==> config.mk <==
export PLATFORM = sky130hd
export DESIGN_NAME = poly_11bit_unpack_sum_zero
export DESIGN_NICKNAME = d
export VERILOG_FILES = /design/src/hdl/pusz_pkg.sv /design/src/hdl/pusz_unpack.sv /design/src/hdl/pusz_queue.sv /design/src/hdl/poly_11bit_unpack_sum_zero.sv
export SDC_FILE = /design/constraint.sdc
export NUM_CORES = 1
export LEC_CHECK = 0
export ABC_CLOCK_PERIOD_IN_PS = 5470
export BUFFER_PORTS_ARGS = -buffer_cell sky130_fd_sc_hd__buf_2
export CORE_MARGIN = 8
export CORE_UTILIZATION = 40
export DETAILED_ROUTE_END_ITERATION = 16
export GPL_TIMING_DRIVEN = 1
export PLACE_DENSITY = 0.62
export SLEW_MARGIN = 10
export SYNTH_ARGS = -nofsm -noshare
export SYNTH_HDL_FRONTEND = slang
export SYNTH_SLANG_ARGS = --single-unit
export TNS_END_PERCENT = 10
==> constraint.sdc <==
create_clock -name clk -period 5.47 [get_ports clk]
set_input_delay 0.2735 -clock clk [delete_from_list [all_inputs] [get_ports clk]]
set_output_delay 0.2735 -clock clk [all_outputs]
set_load 0.01 [all_outputs]
==> src/hdl/pusz_pkg.sv <==
// Shared types and constants for the 11-bit sum-zero polynomial unpacker.
package pusz_pkg;

    localparam int BYTE_W  = 8;
    localparam int COEFF_W = 11;
    localparam int POS_W   = 10;
    localparam int BUF_W   = 18;
    localparam int HELD_W  = 5;

    localparam int DEF_HALF_LEN   = 347;
    localparam int DEF_RING_ORDER = 694;

    // Result queue depth; the unpacker fires only when two slots are free.
    localparam int QUEUE_DEPTH = 4;

    typedef struct packed {
        logic [COEFF_W-1:0] value;
        logic [POS_W-1:0]   position;
        logic               last;
    } coeff_word_t;

    typedef struct packed {
        logic first;
        logic second;
    } push_t;

endpackage

==> src/hdl/pusz_unpack.sv <==
// Bit gathering, half sums and sum-zero reconstruction for one byte.
module pusz_unpack #(
    parameter int HALF_LEN   = pusz_pkg::DEF_HALF_LEN,
    parameter int RING_ORDER = pusz_pkg::DEF_RING_ORDER
) (
    input  logic                          clk,
    input  logic                          rst_n,
    input  logic                          fire,
    input  logic [pusz_pkg::BYTE_W-1:0]   byte_in,
    output pusz_pkg::coeff_word_t         res0,
    output pusz_pkg::coeff_word_t         res1,
    output pusz_pkg::push_t               push
);
    import pusz_pkg::*;

    localparam logic [POS_W-1:0] FIRST_LAST = POS_W'(HALF_LEN - 2);
    localparam logic [POS_W-1:0] MID_POS    = POS_W'(HALF_LEN - 1);
    localparam logic [POS_W-1:0] FINAL_IDX  = POS_W'(2 * HALF_LEN - 3);
    localparam logic [POS_W-1:0] FINAL_POS  = POS_W'(RING_ORDER - 1);

    logic [BUF_W-1:0]   buf_reg, buf_next;
    logic [HELD_W-1:0]  held_reg, held_next;
    logic [POS_W-1:0]   count_reg, count_next;
    logic [COEFF_W-1:0] fsum_reg, fsum_next;
    logic [COEFF_W-1:0] ssum_reg, ssum_next;

    logic [BUF_W-1:0]   merged;
    logic [HELD_W-1:0]  held_sum;
    logic               done;
    logic [COEFF_W-1:0] coef;
    logic               in_first;
    logic [COEFF_W-1:0] fsum_add, ssum_add;
    logic               mid, fin;

    // At most ten bits are ever held, so the byte always fits the buffer.
    assign merged   = buf_reg | ({{(BUF_W-BYTE_W){1'b0}}, byte_in} << held_reg[3:0]);
    assign held_sum = held_reg + HELD_W'(BYTE_W);
    assign done     = held_sum >= HELD_W'(COEFF_W);
    assign coef     = merged[COEFF_W-1:0];
    assign in_first = count_reg < MID_POS;
    assign fsum_add = fsum_reg + coef;
    assign ssum_add = ssum_reg + coef;
    assign mid      = done && (count_reg == FIRST_LAST);
    assign fin      = done && !mid && (count_reg >= FINAL_IDX);

    always_comb
    begin
        res0.value    = coef;
        res0.position = in_first ? count_reg : count_reg + POS_W'(1);
        res0.last     = 1'b0;
        res1.value    = mid ? (COEFF_W'(0) - fsum_add) : (COEFF_W'(0) - ssum_add);
        res1.position = mid ? MID_POS : FINAL_POS;
        res1.last     = !mid;
        push.first    = fire && done;
        push.second   = fire && (mid || fin);
    end

    always_comb
    begin
        buf_next   = buf_reg;
        held_next  = held_reg;
        count_next = count_reg;
        fsum_next  = fsum_reg;
        ssum_next  = ssum_reg;
        if (fire)
        begin
            if (!done)
            begin
                buf_next  = merged;
                held_next = held_sum;
            end
            else if (fin)
            begin
                // Padding bits of the final byte are dropped with the state.
                buf_next   = '0;
                held_next  = '0;
                count_next = '0;
                fsum_next  = '0;
                ssum_next  = '0;
            end
            else
            begin
                buf_next   = merged >> COEFF_W;
                held_next  = held_sum - HELD_W'(COEFF_W);
                count_next = count_reg + POS_W'(1);
                if (in_first)
                begin
                    fsum_next = fsum_add;
                end
                else
                begin
                    ssum_next = ssum_add;
                end
            end
        end
    end

    always_ff @(posedge clk or negedge rst_n)
    begin
        if (!rst_n)
        begin
            buf_reg   <= '0;
            held_reg  <= '0;
            count_reg <= '0;
            fsum_reg  <= '0;
            ssum_reg  <= '0;
        end
        else
        begin
            buf_reg   <= buf_next;
            held_reg  <= held_next;
            count_reg <= count_next;
            fsum_reg  <= fsum_next;
            ssum_reg  <= ssum_next;
        end
    end

endmodule

==> src/hdl/pusz_queue.sv <==
// Small result queue that takes up to two words a cycle and gives one.
module pusz_queue (
    input  logic                  clk,
    input  logic                  rst_n,
    input  pusz_pkg::push_t       push,
    input  pusz_pkg::coeff_word_t wr0,
    input  pusz_pkg::coeff_word_t wr1,
    output logic                  room_two,
    output logic                  rd_valid,
    input  logic                  rd_ready,
    output pusz_pkg::coeff_word_t rd_word
);
    import pusz_pkg::*;

    localparam int PTR_W = $clog2(QUEUE_DEPTH);
    localparam int CNT_W = $clog2(QUEUE_DEPTH + 1);

    coeff_word_t      mem_reg [QUEUE_DEPTH];
    logic [PTR_W-1:0] wr_ptr_reg, wr_ptr_next;
    logic [PTR_W-1:0] rd_ptr_reg, rd_ptr_next;
    logic [CNT_W-1:0] cnt_reg, cnt_next;
    logic             pop;
    logic [CNT_W-1:0] n_push;

    assign pop      = rd_valid && rd_ready;
    assign n_push   = CNT_W'(push.first) + CNT_W'(push.second);
    assign rd_valid = cnt_reg != '0;
    assign rd_word  = mem_reg[rd_ptr_reg];
    assign room_two = cnt_reg <= CNT_W'(QUEUE_DEPTH - 2);

    assign wr_ptr_next = wr_ptr_reg + PTR_W'(n_push);
    assign rd_ptr_next = rd_ptr_reg + PTR_W'(pop);
    assign cnt_next    = cnt_reg + n_push - CNT_W'(pop);

    always_ff @(posedge clk)
    begin
        if (push.first)
        begin
            mem_reg[wr_ptr_reg] <= wr0;
        end
        if (push.second)
        begin
            mem_reg[wr_ptr_reg + PTR_W'(1)] <= wr1;
        end
    end

    always_ff @(posedge clk or negedge rst_n)
    begin
        if (!rst_n)
        begin
            wr_ptr_reg <= '0;
            rd_ptr_reg <= '0;
            cnt_reg    <= '0;
        end
        else
        begin
            wr_ptr_reg <= wr_ptr_next;
            rd_ptr_reg <= rd_ptr_next;
            cnt_reg    <= cnt_next;
        end
    end

endmodule

==> src/hdl/poly_11bit_unpack_sum_zero.sv <==
// Top level of the 11-bit sum-zero polynomial unpacker.
//
//   channel   signals                                  word
//   -------   --------------------------------------   -------------------------
//   byte in   byte_valid, byte_ready, packed_byte      one packed byte, LSB first
//   coeff out coeff_valid, coeff_ready, coeff_value,   one coefficient and its
//             coeff_position, last_of_poly             position in the polynomial
//
// A byte is registered on acceptance and unpacked once the result queue has two
// free slots; a byte that completes a coefficient writes it to the queue as it is
// unpacked, and the word can be taken from there; one byte is taken every cycle
// while the four-entry result queue has two free slots.
// Reset clears the gathered bits, counters and half sums; no clearing pass.
// A stalled output fills the queue and then holds the byte input not ready.
module poly_11bit_unpack_sum_zero #(
    parameter int HALF_LEN   = pusz_pkg::DEF_HALF_LEN,
    parameter int RING_ORDER = pusz_pkg::DEF_RING_ORDER
) (
    input  logic                          clk,
    input  logic                          rst_n,
    input  logic                          byte_valid,
    output logic                          byte_ready,
    input  logic [pusz_pkg::BYTE_W-1:0]   packed_byte,
    output logic                          coeff_valid,
    input  logic                          coeff_ready,
    output logic [pusz_pkg::COEFF_W-1:0]  coeff_value,
    output logic [pusz_pkg::POS_W-1:0]    coeff_position,
    output logic                          last_of_poly
);
    import pusz_pkg::*;

    logic [BYTE_W-1:0] byte_reg;
    logic              stage_valid_reg, stage_valid_next;
    logic              fire;
    logic              room_two;
    coeff_word_t       res0, res1, head;
    push_t             push;

    assign fire             = stage_valid_reg && room_two;
    assign byte_ready       = !stage_valid_reg || fire;
    assign stage_valid_next = byte_ready ? byte_valid : stage_valid_reg;

    always_ff @(posedge clk)
    begin
        if (byte_valid && byte_ready)
        begin
            byte_reg <= packed_byte;
        end
    end

    always_ff @(posedge clk or negedge rst_n)
    begin
        if (!rst_n)
        begin
            stage_valid_reg <= 1'b0;
        end
        else
        begin
            stage_valid_reg <= stage_valid_next;
        end
    end

    pusz_unpack #(
        .HALF_LEN   (HALF_LEN),
        .RING_ORDER (RING_ORDER)
    ) u_unpack (
        .clk     (clk),
        .rst_n   (rst_n),
        .fire    (fire),
        .byte_in (byte_reg),
        .res0    (res0),
        .res1    (res1),
        .push    (push)
    );

    pusz_queue u_queue (
        .clk      (clk),
        .rst_n    (rst_n),
        .push     (push),
        .wr0      (res0),
        .wr1      (res1),
        .room_two (room_two),
        .rd_valid (coeff_valid),
        .rd_ready (coeff_ready),
        .rd_word  (head)
    );

    assign coeff_value    = head.value;
    assign coeff_position = head.position;
    assign last_of_poly   = head.last;

endmodule

Word level (Yosys, flattened, before mapping) --
Memories as Yosys holds them, arrays and structs flattened. Cells that the tools add are included.
Storage, ports and cells: bits in registers 71, bits in writable memories 88, output and inout port bits 24, word-level logic and storage cells 65, memories kept 1
Memories:
- u_queue.mem_reg | depth 4, width 22, rd ports 1, clocked after Yosys merged registers in 0, wr ports 2, RTL line pusz_queue.sv:18 | coeff_word_t mem_reg [QUEUE_DEPTH];
Operators by class: $add $sub $neg 13, order comparisons 4, eq/ne operators 2, shifts and indexed selects 1, mux-type cells 16, bitwise logic cells 1, reductions and logical operators 17
Operator list (number):
- $mux 11 | 5
- $mux 10 | 3
- $add 11x11->11 | 2
- $sub 1x11->11 const A | 2
- $mux 18 | 1
- $or 18x18->18 | 1
- $shl 8x4->18 | 1
- $add 10x1->10 const B | 1
- $eq 10x9->1 const B | 1
- $ge 10x10->1 const B | 1
- $lt 10x9->1 const B | 1
- $mux 5 | 2
- $logic_and 1x1->1 | 8
- $mux 7 | 1
- $reduce_and 3->1 | 2
- $add 5x4->5 const B | 1
- $ge 5x4->1 const B | 1
- $sub 5x4->5 const B | 1
- $mux 1 | 4
- $add 3x3->3 | 1
- $le 3x2->1 const B | 1
- $reduce_bool 3->1 | 1
- $sub 3x1->3 | 1
- $add 1x1->2 | 1
- 8 further kinds | 10

Depth between registers and ports, before layout --
Gate-level depths: netlist of run 1.
word-level depth 11, depth in mapped cells 18, gate-level depth less buffers 16

Hierarchy --
Synthesis of run 1 repeated with hierarchy kept, for this count alone.
Unflattened totals: cell total of the unflattened synthesis 818, area total of the unflattened synthesis 9559.2 um^2
Modules (own cells, without submodules):
- pusz_queue | times used 1, cells an instance 251, area an instance 4669.5 um^2
- pusz_unpack | times used 1, cells an instance 554, area an instance 4589.4 um^2
- poly_11bit_unpack_sum_zero | times used 1, cells an instance 13, area an instance 300.3 um^2

Worst setup path before layout of run 1 --
Ideal clock, no wire load.
path type flip-flop to flip-flop, from register u_unpack.held_reg[0], to memory u_queue.mem_reg[0][21] (netlist name), data pin, data arrival time 3.909 ns, data required time 5.196 ns, slack 1.287 ns, cell stages (with the launch flop) 18, period minus slack after synthesis 4.183 ns, path through dfrtp_1 -> buf_6 -> clkbuf_1 -> mux2_2 -> nand2_1 -> o21ai_0 -> mux2i_1 -> nor2_1 -> a311oi_1 -> inv_1 -> ha_1 -> a21o_1 -> a41oi_1 -> xnor2_1 -> mux2_2 -> nor3_1 -> and2_1 -> o221ai_1
RTL lines:
- start, declared | RTL line pusz_unpack.sv:22 | logic [HELD_W-1:0] held_reg, held_next;
- start signal, assigned | RTL line pusz_unpack.sv:111 | held_reg <= held_next;
- end, declared | RTL line pusz_queue.sv:18

==> impl.org, run 1 <==
** Outcome
- The flow ran to the end, and the final reports show no timing, DRC or antenna violations.

** Floorplan
- In this run the vertical extent of the chip is 165 um.
- The floorplan step defined a die boundary enclosing 0.0271 mm^2.
- After floorplanning, the core was divided into 54 placement rows.
- During I/O placement, the number of pins put on the boundary was 36.
- After floorplanning, the core was sized to cover approximately 0.022 mm^2.
- Die width :: 165 um
- Initial standard-cell utilization of the core :: 0.407

** Finish
- In the final layout, the share of cells above drive strength 1 is 0.150.
- Leaving out fill and tap cells, the most frequent cell in the layout is nand2_1.
- Max FFs per register :: 88
- Post-synthesis to final-layout area growth :: 12.9%
- Top library cells by usage in the layout, fill and taps aside :: 129 x nand2_1, 92 x edfxtp_1, 67 x o21ai_0, 63 x dfrtp_1, 56 x nor2_1
- The repair_antennas step left the layout with diodes totalling 0.
- After the last flow step, the layout net total stands at 911.

** Logic synthesis
- The number of nets handed over by synthesis was 870.
- By area the synthesized netlist is led by edfxtp_1 31%, dfrtp_1 18%, mux4_2 5.9%.
- Number of synthesized register bits :: between 150 and 200
- Number of warnings reported in the yosys synthesis log :: 0
- After technology mapping, the gate count stands at 824.
- Summing every instance area after synthesis gives 0.00885 mm^2.
- Commonest register cell after synthesis :: edfxtp_1
- Yosys mapped a number of flops with a built-in enable equal to 92.
- The share of synthesized area in the top cell type comes to 0.312.
- The share of the Yosys chip area taken by registers is 0.499.
- The biggest area contributor in the post-synthesis netlist is edfxtp_1.
- Number of distinct library cell variants in the gate-level netlist after synthesis :: 66
- Fraction of registers with async set/reset :: 0.396
- Per-instance average area after synthesis :: 10.7 um^2

** Power and ir drop
- Power consumption :: 6.20 mW
- Clock power frac :: 0.189
- Power spread over the standard cell area amounts to between 600 and 700 mW/mm^2.
- Switching Share :: 0.444
- Of the total power, registers draw 0.296.
- Cell internal power was estimated by the tool at 3.45 mW.
- In this run the power spent charging and discharging nets is 2.75 mW.
- Across the VDD grid, the largest voltage drop is 326 uV.
- Leak :: 4.04 nW
- Of the total power, combinational logic draws 0.515.

** Detailed routing
- For this block, wires on met1 add up to around 10000 um.
- Detailed-routing iteration count for the pre-antenna-repair pass :: 5
- Signal routing reaches up to met4.
- Detailed routing inserted a total of around 6700 vias.
- The routed design has 22700 um of wire.
- Violation count after the first detailed-routing iteration :: between 400 and 500
- Drt via density :: 5.74
- The routed design uses 10600 um of met2 wire.
- Routed wire length on met3 :: 1600 um
- The count of nets left with antenna violations once routing finished came out at 0.
- For this run, design rule violations remaining after detail routing come to 0.
- Average detailed-routed wire length per instance :: 19.6 um

** Critical path
- Type of destination of the critical path :: flop
- In this run the critical register-to-register path is launched from u_unpack.held_reg[0]$_DFFE_PN0P_.
- Critical path origin :: u_unpack.held_reg[0]$_DFFE_PN0P_
- Required time of the worst setup path :: 5.72 ns
- Startpoint kind of the worst setup timing path :: flop
- Of all nets on the critical path, the largest fanout is 17.
- Worst setup path category :: reg2reg
- Data arrival time of the critical path :: between 5 and 6 ns

** Timing
- Measured against its own limit, the worst slew margin works out to 0.259.
- Maximum clock frequency :: 205 MHz
- Clock skew on the completed layout was measured at between 0.01 and 0.015 ns.
- The worst path in the final design needs a cycle of 4.87 ns, including I/O delays and setup.
- The number of max-slew violations in the final report is 0.
- Setup TNS :: 0 ns
- Fraction of the cycle the final worst path needs :: 0.891
- Endpoints failing hold :: 0
- RSZ-0062 raised after global routing :: no
- Setup violations remaining at the end of the flow were counted as 0.
- At the pin with the least slew margin, the transition time is 1.11 ns.

** Placement
- Number of I/O port buffers :: 35
- RePlAce Congestion :: a little under 0.9
- Half-perimeter wire length after placement :: 16000 um

** Clocking
- TritonCTS built the clock tree.
- Once the clock tree was built, the resizer swapped 0 gates to a different size.
- After clock tree synthesis, the clock-pin slew on the worst setup and hold paths is around 0.070 ns.
- Post-CTS Hold Buffers :: 0
- The later pin in the worst-skew pair is clocked with a latency of approximately 0.43 ns.
- In this run the post-CTS setup repair buffer count came out at 0.
- Num CTS Buffers :: 17
- Maximum count of clock buffers along a single path :: 2
- The clock tree synthesis step divided the H-tree into 4 levels.
- Clock sink count :: about 160
- The tree is rooted in a clkbuf_16.

** Min path
- Worst min-delay path startpoint :: packed_byte[1]
- The worst hold path belongs to the class in2reg.

** Job
- Number of max-cap violations :: 0

** Global route
- Wire length of the first global-routing pass :: about 36000 um
- Largest net degree at the start of global routing :: 64
- Number of global-route vias before repair :: 6547
- For this run the aggregate overflow at the end of global routing stands at 0.
- Initial antenna violation count :: 0
- GR Util All Layers :: 0.171
worst paths after layout:
check | endpoint | slack [ns] | cells past startpoint
worst max-delay path | u_queue.mem_reg[0][20]$_DFFE_PP_ | 0.60 | 14
worst min-delay path | byte_reg[1]$_DFFE_PP_ | 0.02 | 1
worst max register to register | u_queue.mem_reg[0][20]$_DFFE_PP_ | 0.60 | 14
worst min register to register | u_unpack.held_reg[4]$_DFFE_PN0P_ | 0.48 | 2
max in group asynchronous | u_unpack.fsum_reg[8]$_DFFE_PN0P_ | 4.87 | 2
min in group asynchronous | stage_valid_reg$_DFFE_PN0N_ | 0.03 | 2
worst max-delay path, cell delays in order, from the launching register on:
cell       delay (ns)
dfrtp_1          0.73
mux2i_1          0.32
nor2_1           0.11
mux2_2           0.34
a21oi_1          0.53
inv_1            0.21
ha_1             0.29
a2111oi_0        0.36
o31ai_1          0.17
nand2_1          0.10
xor2_1           0.27
mux2i_1          0.22
or4_4            0.60
or2_4            0.26
o221ai_1         0.19
logic make-up after synthesis:
kind of cell,synth area share
AND/OR/NAND/NOR,0.124
multiplexers,0.0857
flip-flops,0.499
buffers and inverters,0.0346
XOR/XNOR,0.0416
AO/OA/AOI/OAI,0.164
adder cells (fa/ha/maj),0.0506
layer usage:
| metal | vias up | GRT usage |
|---|---|---|
| li1 | 3143 | - |
| met1 | 3250 | 0.231 |
| met2 | 236 | 0.275 |
| met3 | 21 | 0.0322 |
| met4 | 0 | 0.0528 |
| met5 | - | 0 |
per-stage QoR:
step	std cells	util	worst slack, ns	area (um^2)	hold slack [ns]
after floorplan	824	-	1.29	8850	-0.0221
after global placement	1126	0.433	0.920	9420	0.449
after detailed placement	1126	0.433	0.746	9420	0.452
after CTS	1158	0.459	0.709	10000	0.00137
after global routing	1158	0.459	0.327	10000	0.00366
final	1158	0.459	0.599	10000	0.0184
layout make-up:
| type | count | area (um^2) |
|---|---|---|
| Tap cell | 280 | 350 |
| Fill cell | 2013 | 11800 |
| Clock inverter | 15 | 146 |
| Multi-Input combinational cell | 589 | 4130 |
| Timing Repair Buffer | 63 | 398 |
| Inverter | 35 | 131 |
| Sequential cell | 159 | 4420 |
| Clock buffer | 17 | 425 |
synth_stat cells, types with 11 or more instances:
| master | instances |
|---|---|
| a21oi_1 | 37 |
| nand2_1 | 129 |
| clkbuf_1 | 33 |
| nor2_1 | 56 |
| ha_1 | 31 |
| o31ai_1 | 11 |
| a22o_1 | 17 |
| xor2_1 | 21 |
| o21ai_0 | 68 |
| mux2i_1 | 15 |
| mux4_2 | 23 |
| edfxtp_1 | 92 |
| o22ai_1 | 33 |
| nand3_1 | 11 |
| inv_1 | 33 |
| xnor2_1 | 21 |
| dfrtp_1 | 63 |
power by group through the flow:
| stage | registers (mW) | clock network (mW) | logic, mW |
|---|---|---|---|
| finish | 1.84 | 1.17 | 3.19 |
| global route | 1.87 | 1.23 | 3.49 |
| CTS | 1.84 | 1.19 | 3.19 |
| detailed placement | 1.86 | 0 | 3.17 |
| global placement | 1.85 | 0 | 3.16 |
| floorplan | 1.70 | 0 | 2.35 |
Power figures use the tool's default switching activity.
==> run 2, diff against run 1 <==
- SYNTH_HIERARCHICAL: not set -> 1
==> run 2 against run 1 <==
Against the previous run:
- synthesized cell count fell by 0.73%
- via count fell by 2.1%
- routed wire length fell by 0.42%
- die area rose by 7.2%
- sequential share of layout area fell by 2.3 points
- critical path depth did not move
- clock skew fell by 0.0040 ns
- register-to-register slack improved by 0.21 ns
- critical endpoint is now u_queue/mem_reg[0][21]$_DFFE_PP_
- largest cell class is now multi-input combinational cells
- largest power group unchanged
==> impl.org, run 2 <==
** Timing
- RSZ-0062 raised after global routing: no (unchanged).
- Post-route clock skew :: 0.00743 ns (was 0.0114 ns)
- Slew Viols, Final :: 0 (unchanged)
- Shortest period the worst path allows :: 4.66 ns (was 4.87 ns)
- Fraction of the cycle the final worst path needs :: 0.852 (was 0.891)
- Setup WS post-layout :: 0.810 ns (was 0.599 ns)
- Maximum clock frequency :: 215 MHz (was 205 MHz)
- The worst slack on hold paths is 0.0196 ns (was 0.0184 ns).
- Setup TNS :: 0 ns (unchanged)
- The slew at the pin closest to its max-slew limit is 0.976 ns (was 1.11 ns).
- Endpoints failing hold :: 0 (unchanged)
- Relative slew slack :: 0.344 (was 0.259)
- Final setup vio count :: 0 (unchanged)

** Finish
- The ratio of cells with drive above 1 in the final layout is 0.269 (was 0.150).
- Final standard cell area without fillers :: 0.0106 mm^2 (was 0.0100 mm^2)
- Number of fill cells in the layout :: 2143 (was 2013)
- Top library cells by usage in the layout, fill and taps aside :: 96 x edfxtp_1, 89 x mux2_2, 63 x dfrtp_1, 63 x nand2_1, 62 x o21ai_0 (was 129 x nand2_1, 92 x edfxtp_1, 67 x o21ai_0, 63 x dfrtp_1, 56 x nor2_1)
- The number of nets in the final layout is 889 (was 911).
- Antenna diode count :: 0 (unchanged)
- Post-synthesis to final-layout area growth :: 11.2% (was 12.9%)
- Max FFs per register :: 88 (unchanged)
- The most common library cell in the layout ignoring fill and taps is edfxtp_1 (was nand2_1).

** Floorplan
- The initial cell density of the core was 0.407 (about the same).
- Die footprint :: 0.0291 mm^2 (was 0.0271 mm^2)
- Placeable Area :: 0.0235 mm^2 (was 0.0218 mm^2)
- The top-level port count came to 36 (unchanged).
- The cell row count came to 56 (was 54).
- Die width :: 171 um (was 165 um)
- Die Height :: 171 um (was 165 um)

** Clocking
- The CTS tree is built (unchanged).
- Worst skew pair latency :: 0.43 ns (about the same)
- The CTS H-tree depth came to 4 (unchanged).
- The root buffer cell is clkbuf_16 (unchanged).
- The number of CTS-inserted buffers was 17 (unchanged).
- The clock-pin slew on the worst setup and hold paths came to 0.07 ns (about the same).
- Number of post-CTS setup repair buffers :: 0 (unchanged)
- The maximum buffer depth of the clock tree was 2 (unchanged).
- The clock net sink count came to 159 (unchanged).

** Critical path
- Cells along the critical path: nor3b_1 > a21o_1 > ha_1 > inv_1 > fa_1 > nand2b_1 > a21boi_0 > nor2_1 > a311oi_1 > and3_1 > a31oi_1 > nor4_1 > xnor2_1 > mux2_2 (was mux2i_1 > nor2_1 > mux2_2 > a21oi_1 > inv_1 > ha_1 > a2111oi_0 > o31ai_1 > nand2_1 > xor2_1 > mux2i_1 > or4_4 > or2_4 > o221ai_1).
- The reg-to-reg startpoint is u_unpack/held_reg[0]$_DFFE_PN0P_ (was u_unpack.held_reg[0]$_DFFE_PN0P_).
- Maximum fanout count along the critical path :: 18 (was 17)
- Type of destination of the critical path :: flop (unchanged)
- The maximum single-stage delay on the critical path is 0.62 ns (was 0.73 ns).
- Worst flop-to-flop path endpoint :: u_queue/mem_reg[0][21]$_DFFE_PP_ (was u_queue.mem_reg[0][20]$_DFFE_PP_)
- The launching element type of the critical path was a flop (unchanged).
- The arrival time at the worst endpoint is 4.84 ns (was 5.12 ns).
- The library cell contributing the largest single delay on the critical path was dfrtp_1 (unchanged).
- The data required time of the critical path was 5.65 ns (was 5.72 ns).
- R2R Setup Slk :: 0.81 ns (was 0.60 ns)
- Worst setup path category :: reg2reg (unchanged)
- Number of cells on the worst reg-to-reg path :: 14 (unchanged)

** Logic synthesis
- Main area contributors after synthesis: edfxtp_1 30%, dfrtp_1 16%, mux2_2 10% (was edfxtp_1 31%, dfrtp_1 18%, mux4_2 5.9%).
- Number of warnings reported in the yosys synthesis log :: 6 (was 0)
- The cell taking the most area after synthesis is edfxtp_1 (unchanged).
- The number of nets in the synthesized netlist came to 864 (was 870).
- Most common cell in the synthesized netlist :: edfxtp_1 (was nand2_1)
- Number of distinct library cell variants in the gate-level netlist after synthesis :: 72 (was 66)
- Sequential share of the synthesized area :: 0.466 (was 0.499)
- The count of state elements after synthesis was 159 (unchanged).
- The area share of the leading cell type in the synthesized netlist came to 0.302 (was 0.312).
- The cell area after synthesis is 0.00956 mm^2 (was 0.00885 mm^2).
- The number of flops mapped to enable cells by yosys is 96 (was 92).
- Top cell types by occurrence after synthesis :: 96 x edfxtp_1, 89 x mux2_2, 64 x o21ai_0 (was 129 x nand2_1, 92 x edfxtp_1, 68 x o21ai_0)
- Per-instance average area after synthesis :: 11.7 um^2 (was 10.7 um^2)
- The most instantiated flip-flop cell in the synthesis netlist was edfxtp_1 (unchanged).
- Fraction of registers with async set/reset :: 0.396 (unchanged)
- The gate count after technology mapping was 818 (was 824).

** Detailed routing
- The final antenna-violating net count was 0 (unchanged).
- The count of vias placed by the detailed router is 6513 (was 6650).
- The routed length per placed instance is 19.2 um (was 19.6 um).
- Detailed-routing iteration count for the pre-antenna-repair pass :: 5 (unchanged)
- The post-detailed-route via-to-cell ratio came to 5.54 (was 5.74).
- The number of design rule violations left after detail routing came to 0 (unchanged).
- Violation count after the first detailed-routing iteration :: 499 (was 406)
- The final wirelength is 22600 um (was 22700 um).

** Placement
- The placed instance area is 0.0100 mm^2 (was 0.00942 mm^2).
- The number of port buffers was 35 (unchanged).
- Half-perimeter wire length after placement :: 15400 um (was 16000 um)
- RePlAce Congestion :: 0.843 (was 0.893)
- The post-placement worst setup slack came to 0.840 ns (was 0.746 ns).

** Outcome
- Status :: completed (unchanged)

** Global route
- The global-route wire length before repair was 36200 um (was 35900 um).
- GR Util All Layers :: 0.161 (was 0.171)
- Largest net degree at the start of global routing :: 64 (unchanged)
- The remaining global-route overflow is 0 (unchanged).
- Initial antenna violation count :: 0 (unchanged)
- Number of global-route vias before repair :: 6491 (was 6547)

** Min path
- Class of the worst hold path :: in2reg (unchanged)
- The worst hold path stage count came to 1 (unchanged).
- The end point of the worst hold path was byte_reg[5]$_DFFE_PP_ (was byte_reg[1]$_DFFE_PP_).
- Worst min-delay path startpoint :: packed_byte[5] (was packed_byte[1])

** Power and ir drop
- Leak :: 4.08 nW (was 4.04 nW)
- The power per unit of standard cell area was 611 mW/mm^2 (was 620 mW/mm^2).
- Peak ir drop on the vdd network :: 256 uV (was 326 uV)

** Job
- Number of max-cap violations :: 0 (unchanged)
-- run 2: cell types whose count changed after synthesis, sizes merged, moves of 7 or more --
| cell | before | now |
|---|---|---|
| mux2 | 6 | 91 |
| o221ai | 8 | 0 |
| nand2b | 5 | 20 |
| buf | 7 | 34 |
| nand2 | 129 | 64 |
| xor2 | 21 | 13 |
| o22ai | 33 | 4 |
| clkbuf | 34 | 20 |
| a31oi | 2 | 10 |
| inv | 34 | 27 |
-- run 2: final cells by class --
type | instances | area, um^2 | area share
multi-input combinational | 578 | 4720 | 0.444
sequential | 159 | 4460 | 0.419
clock buffer | 17 | 425 | 0.0400
tap | 319 | 399 | 0.0375
timing repair buffer | 60 | 365 | 0.0344
clock inverter | 15 | 165 | 0.0155
inverter | 27 | 101 | 0.00953
-- run 2: kinds of logic (layout without fill, tap and decap cells) --
| kind of cell | count (synthesis) | in the layout | share of synthesized area |
|---|---|---|---|
| compound gates | 183 | 183 | 0.125 |
| xor+xnor | 40 | 40 | 0.0366 |
| fa+ha+maj | 34 | 34 | 0.0469 |
| buf+inv | 81 | 119 | 0.0419 |
| flops | 159 | 159 | 0.466 |
| mux | 132 | 132 | 0.183 |
| other cells | 2 | 2 | 0.000786 |
| simple gates | 187 | 187 | 0.0993 |
-- run 2: how the worst max path moves through the flow --
stage                                      from                          endpoint  cells past startpoint
2_1_floorplan  u_unpack/held_reg[3]$_DFFE_PN0P_   u_queue/mem_reg[0][0]$_DFFE_PP_                     10
3_3_place_gp   u_unpack/held_reg[0]$_DFFE_PN0P_  u_queue/mem_reg[1][21]$_DFFE_PP_                     14
3_5_place_dp   u_unpack/held_reg[0]$_DFFE_PN0P_  u_queue/mem_reg[0][21]$_DFFE_PP_                     14
4_1_cts        u_unpack/held_reg[0]$_DFFE_PN0P_  u_queue/mem_reg[0][21]$_DFFE_PP_                     14
5_1_grt        u_unpack/held_reg[0]$_DFFE_PN0P_  u_queue/mem_reg[3][21]$_DFFE_PP_                     14
6_report       u_unpack/held_reg[0]$_DFFE_PN0P_  u_queue/mem_reg[0][21]$_DFFE_PP_                     14
-- run 2: stage by stage --
step,power [mW],instances,util
floorplan,4.36,818,-
global placement,5.30,1142,0.427
detailed placement,5.34,1142,0.427
CTS,6.55,1174,0.453
global route,6.98,1175,0.453
finish,6.50,1175,0.453
-- run 2: critical path, delay by kind of cell, from the launching register on --
| family | cells | cell delay (ns) |
|---|---|---|
| buffers and inverters | 1 | 0.07 |
| XOR/XNOR | 1 | 0.20 |
| AO/OA/AOI/OAI | 4 | 1.17 |
| adder cells (fa/ha/maj) | 2 | 0.67 |
| multiplexers | 1 | 0.29 |
| flip-flops | 1 | 0.62 |
| AND/OR/NAND/NOR | 5 | 1.38 |
-- run 2: timing repair --
item	in CTS	in global routing
endpoints found under the hold margin	0	1
hold buffers	0	1
gates resized for setup	0	0
-- run 2: per-layer routing --
metal	global-route usage	routed length [um]	up-vias	part of all wire
li1	-	-	3094	-
met1	0.202	9890	3248	0.44
met2	0.270	11200	137	0.50
met3	0.0256	772	34	0.034
met4	0.0740	676	0	0.030
met5	0	0	-	0
-- run 2: power by group --
| part | switching, mW | internal (mW) | total, mW |
|---|---|---|---|
| combinational | 1.98 | 1.45 | 3.43 |
| clock | 0.560 | 0.614 | 1.17 |
| sequential | 0.225 | 1.67 | 1.89 |
